[src/rtl/ala_pkg.sv]
package ala_pkg;

   localparam int ISQ_STEPS  = 32;
   localparam int CDIV_STEPS = 35;
   localparam int QDIV_STEPS = 55;
   localparam int NUM_CH     = 3;

   // item position counts: front end, root, setup, cosine, products, colour divide
   localparam int VLD_LEN = 2 + ISQ_STEPS + 1 + CDIV_STEPS + 2 + QDIV_STEPS;
   localparam int DEN_DLY = CDIV_STEPS - 2;
   localparam int SIDE_DLY = CDIV_STEPS;

   typedef logic [2:0]  csr_index_type;
   typedef logic [63:0] den_type;
   typedef logic [82:0] prod_type;
   typedef logic [54:0] quo_type;

   localparam csr_index_type CSR_NORMAL  = 3'd0;
   localparam csr_index_type CSR_COLOR   = 3'd1;
   localparam csr_index_type CSR_AREA    = 3'd2;
   localparam csr_index_type CSR_ATT_C   = 3'd3;
   localparam csr_index_type CSR_ATT_L   = 3'd4;
   localparam csr_index_type CSR_ATT_Q   = 3'd5;

endpackage

[src/rtl/ala_isqrt.sv]
module ala_isqrt (
   input  logic        clock,
   input  logic        en,
   input  logic [63:0] radicand,
   output logic [31:0] root
);

   logic [33:0] rem_ff  [ala_pkg::ISQ_STEPS];
   logic [31:0] root_ff [ala_pkg::ISQ_STEPS];
   logic [63:0] val_ff  [ala_pkg::ISQ_STEPS];

   for (genvar k = 0; k < ala_pkg::ISQ_STEPS; k++) begin : g_step
      logic [33:0] rem_prev;
      logic [31:0] root_prev;
      logic [63:0] val_prev;
      logic [35:0] rem_sh;
      logic [35:0] trial;
      logic        ge;
      logic [33:0] rem_in;
      logic [31:0] root_in;

      if (k == 0) begin : g_first
         assign rem_prev  = '0;
         assign root_prev = '0;
         assign val_prev  = radicand;
      end else begin : g_next
         assign rem_prev  = rem_ff[k-1];
         assign root_prev = root_ff[k-1];
         assign val_prev  = val_ff[k-1];
      end

      assign rem_sh  = {rem_prev, val_prev[63:62]};
      assign trial   = {2'b00, root_prev, 2'b01};
      assign ge      = rem_sh >= trial;
      assign rem_in  = ge ? 34'(rem_sh - trial) : rem_sh[33:0];
      assign root_in = {root_prev[30:0], ge};

      always_ff @(posedge clock) begin
         if (en) begin
            rem_ff[k]  <= rem_in;
            root_ff[k] <= root_in;
            val_ff[k]  <= {val_prev[61:0], 2'b00};
         end
      end
   end

   assign root = root_ff[ala_pkg::ISQ_STEPS-1];

endmodule

[config.mk]
export PLATFORM = sky130hd
export DESIGN_NAME = ala_isqrt
export DESIGN_NICKNAME = d
export VERILOG_FILES = /design/src/rtl/ala_pkg.sv /design/src/rtl/ala_isqrt.sv
export SDC_FILE = /design/constraint.sdc
export NUM_CORES = 2
export LEC_CHECK = 0
export BUFFER_PORTS_ARGS = -buffer_cell sky130_fd_sc_hd__buf_4
export CORE_UTILIZATION = 30
export DETAILED_ROUTE_END_ITERATION = 8
export HOLD_SLACK_MARGIN = 0.03
export PLACE_DENSITY = 0.55
export SYNTH_ARGS = -nofsm -noshare
export SYNTH_HDL_FRONTEND = slang
export SYNTH_MEMORY_MAX_BITS = 65536
export SYNTH_SLANG_ARGS = --single-unit
[constraint.sdc]
create_clock -name clock -period 3.7 [get_ports clock]
set_clock_uncertainty 0.05 [all_clocks]
set_input_delay 0.37 -clock clock [delete_from_list [all_inputs] [get_ports clock]]
set_output_delay 0.37 -clock clock [all_outputs]
set_load 0.1 [all_outputs]
### Yosys cells after proc, flatten, opt, wreduce, memory -nomap -nowiden

Memory sizes are Yosys's and may differ from the RTL's.
Cells that the tools add are included.

* output and inout bits: 32
* memory bits (writable): 4096
* memories: 3
* bits in read-only memories: 0
* register bits: 0
* bits in latches: 0
* bits of input ports: 66
* word-level logic and storage cells: 101

Memory list
* val_ff: depth 32, bits a word 62, read ports 31, clocked after Yosys merged registers in 0, write ports 32, RTL line ala_isqrt.sv:10 `logic [63:0] val_ff [ala_pkg::ISQ_STEPS];`
* rem_ff: depth 32, bits a word 34, read ports 31, clocked after Yosys merged registers in 0, write ports 32, RTL line ala_isqrt.sv:8 `logic [33:0] rem_ff [ala_pkg::ISQ_STEPS];`
* root_ff: depth 32, bits a word 32, read ports 32, clocked after Yosys merged registers in 0, write ports 32, RTL line ala_isqrt.sv:9 `logic [31:0] root_ff [ala_pkg::ISQ_STEPS];`

* order comparisons: 32
* div/mod/pow operators: 0
* reduce and logical (&&, ||, !) cells: 0
* multipliers: 0
* bitwise gates (word level): 0
* multiplexer cells: 34
* shift-type cells: 0
* equality and inequality tests: 0
* add/subtract/negate cells: 32

Operator list (count)
* 36-bit by 34-bit greater-or-equal comparator with 1-bit output: 31
* 34-bit 2-to-1 mux: 32
* 34-bit subtractor: 31
* 2-bit by 1-bit subtractor with 3-bit output, second input constant: 1
* 2-bit by 1-bit greater-or-equal comparator with 1-bit output, second input constant: 1
* 1-bit 2-to-1 mux: 2

### Depth between registers and ports, before layout

An unclocked memory read counts as a cell.

* depth after elaboration: 3
* depth in mapped cells: 15
* gate-level depth less buffers: 12

### Worst setup path before layout

No wires, ideal clock.

* path type: flip-flop to flip-flop
* start point: memory rem_ff[7][10]
* end point: memory rem_ff[8][18] (data pin)
* required time: 3.384 ns
* clock period less this slack: 3.628 ns
* path buffers: 1
* path slack: 0.072 ns
* stages on the path, launching flop included: 11
* library setup time: 0.266 ns
* data arrival time: 3.313 ns
* cell sequence: edfxtp_1 -> or4_4 -> or3_4 -> or4_4 -> or3_4 -> or4_4 -> or3_4 -> nand3b_2 -> buf_6 -> nor3_1 -> xor2_1

RTL lines (RTL line)
* start, declared: ala_isqrt.sv:8

==> impl_metrics.yaml <==
clock_network:
  clkSinkCount: 2523
  cts-root-buf: "clkbuf_16"
  clk_pin_slew_worst_paths_ns: 0.06
  numCtsBuffers: 290
  clock_latency_ns: 0.90
  htree_levels: 5
  cts_buffer_depth: 4
  cts_tree: "built"
timing:
  worstMarginPinSlew_ns: 1.041
  tns_ns: 0
  period_share: 0.9858
  worst_slack_ns: 0.05241
  drv_slew: 0
  setup_viol: 0
  period_minus_slack_ns: 3.648
  max-slew-margin-rel: 0.2998
  grt_setup_unrepaired: "yes"
  hold_viol_final: 0
  max_freq_ghz: 0.2742
critical_path:
  crit_start: "rem_ff[7][12]"
  regToRegSetupSlack_ns: 0.05
  end_kind: "register"
  endpoint: "rem_ff[8][6]"
  worstPathRequired_ns: 4.29
  worstReg2RegEnd: "rem_ff[8][6]"
  timing.rr.start: "rem_ff[7][12]"
  arrival_ns: 4.24
  setup.worst_path.class: "reg2reg"
  path_max_fanout: 19
  reg2reg_depth: 8
  start_kind: "register"
place:
  dp_hpwl_um: 171500
  place.gp.congestion: 0.9075
  io_buffers: 97
  dp_cells: 14470
  postPlaceCellArea_um2: 126300
  place_ws_ns: -0.03392
floorplan:
  core_um2: 389400
  fp.dieArea_um2: 394100
  die_w_um: 627.8
  start_util: 0.3017
  fp.dieH_um: 627.8
  ios: 98
  rows: 229
grt:
  grt_pass1_vias: 71710
  grt_pass1_wl_um: 380900
  grt_max_degree: 116
  overflow: 0
  antenna_found_initial: 3
  grt_use_total: 0.1176
logic_synthesis:
  syn-num-nets: 9747
  synth_top_area_cell: "edfxtp_1"
  synth_top_cell_area_share: 0.6449
  syn_inst: 9119
  syn_area_per_cell_um2: 12.88
  synth_edf_count: 2523
  ys_warn_count: 0
  async_flop_share: 0
  synth_flop_cell: "edfxtp_1"
  synthDistinctLibCells: 86
  syn_area_um2: 117500
  synth_area_leaders: "edfxtp_1 64%, ha_1 6.0%, xor2_1 3.1%, xnor2_1 3.1%, a21oi_1 2.5%"
  yosys_register_bits: 2523
  yosysSeqAreaShare: 0.6449
layout:
  nFillCells: 37360
  fin_cells: 15050
  finalInstanceArea_um2: 136500
  drive_above_1_share: 0.09389
  finalNetCount: 10260
  area_growth_syn_to_layout_pct: 16.18
power:
  powerDensity_nw_per_um2: 609.8
  power_mw: 83.24
  max-vdd-ir-drop_mv: 0.4090
  power_leakage_nw: 51.07
drt:
  firstDrtPassIters: 6
  route.detailed.drc: 0
  wl_um: 239600
  drt_iter0_drc: 4437
  ant_nets: 0
  vias: 71360
  wl_per_cell_um: 15.92
  via_per_inst: 4.741
job:
  max-cap-violations: 0
min_path:
  hold_path.class: "in2reg"
status:
  status: "complete, no violations"
critical path, stage by stage (launching register included):
cell	delay [ns]
edfxtp_1	0.40
or4_4	0.55
or3_4	0.34
or4_4	0.42
or3_4	0.34
or4_4	0.46
or3_4	0.41
buf_12	0.18
mux2_4	0.29
synth_stat cells (43+ instances only):
cell	n
a211oi_1	46
a21o_1	205
a21oi_1	579
a31oi_1	54
and3_1	53
clkbuf_1	153
edfxtp_1	2523
ha_1	562
inv_1	711
mux2_2	59
nand2_1	606
nand2b_1	130
nand3_1	135
nand4_1	95
nor2_1	604
nor2b_1	87
nor3_1	259
nor4_1	124
o211ai_1	43
o21a_1	118
o21ai_0	457
o31ai_1	59
or2_2	49
or3_1	90
or4_1	57
xnor2_1	412
xor2_1	413
metrics by stage:
stage               hold slack, ns    util
finish                      0.1560  0.3505
global route               0.07431  0.3505
CTS                        0.03867  0.3500
detailed placement          0.3545  0.3243
global placement            0.3500  0.3243
floorplan                   0.3503       -
routing by layer:
layer	share of wire	GRT usage	up-vias
met5	0	0	-
met4	0.035	0.04241	0
met3	0.042	0.01862	553
met2	0.49	0.2061	1508
met1	0.43	0.1457	34450
li1	-	-	34850
sequential cells by signal, indices dropped and copies added, names as in the netlist:
signal   flops
rem_ff    1003
val_ff     992
root_ff    528
cell usage in the layout, fill, tap and decap left out, types with 48 or more instances in the layout:
master         netlist  routed
and3_1              53      53
clkinv_1             1      55
o21a_1             118     118
clkbuf_16            0     297
dlygate4sd3_1        0      66
o31ai_1             59      54
clkbuf_1           153      54
or3_1               90      90
nand3_1            135     135
nor2_1             604     602
nand4_1             95      95
mux2_2              59      59
edfxtp_1          2523    2523
xnor2_1            412     412
ha_1               562     561
or4_1               57      57
nand2_1            606     605
a21o_1             205     205
a21oi_1            579     575
inv_1              711     711
or2_2               49      49
o21ai_0            457     453
nor4_1             124     121
buf_4                0     277
xor2_1             413     413
nand2b_1           130     130
nor2b_1             87      87
nor3_1             259     256
a31oi_1             54      48
repair_timing:
action	in CTS	in global routing
resized for setup	2	47
endpoints found under the setup margin	11	125
hold endpoints to repair	74	0
buffers inserted	0	1
hold buffers	66	0
pin swaps	0	2
gates cloned	0	1
cell type report:
cell class | count | area (um2) | share of cell area
flip-flops and latches | 2523 | 75760 | 0.5551
well taps | 5197 | 6502 | 0.04764
inverters | 713 | 2676 | 0.01961
clock buffers | 351 | 7635 | 0.05594
repair buffers | 385 | 3580 | 0.02623
diodes | 4 | 10.01 | 0.00007333
multi-input cells | 5715 | 38650 | 0.2831
clock inverters | 165 | 1680 | 0.01231
power by group:
part / total, mW / internal (mW) / switching, mW
combinational: 16.7 / 7.12 / 9.56
clock: 28.1 / 16.7 / 11.4
sequential: 38.5 / 36.1 / 2.35
how the worst min path moves through the flow:
| stage | startpoint | to | cells after the start |
|---|---|---|---|
| final | radicand[51] | val_ff[0][51] | 2 |
| after floorplan | val_ff[9][18] | val_ff[10][20] | 0 |
| after CTS | radicand[51] | val_ff[0][51] | 2 |
| after global routing | radicand[31] | val_ff[0][31] | 2 |
| after global placement | val_ff[27][58] | val_ff[28][60] | 0 |
| after detailed placement | val_ff[9][29] | val_ff[10][31] | 0 |
logic make-up after synthesis:
| group | Yosys count | share of synthesized area |
|---|---|---|
| multiplexers | 71 | 0.006720 |
| flip-flops | 2523 | 0.6449 |
| other | 1 | 0.00003192 |
| AND/OR/NAND/NOR | 2418 | 0.1014 |
| AO/OA/AOI/OAI | 1837 | 0.09719 |
| XOR/XNOR | 825 | 0.06150 |
| adder cells (fa/ha/maj) | 562 | 0.05985 |
| buffers and inverters | 882 | 0.02839 |
No activity file was read; power rests on OpenSTA's default activity.
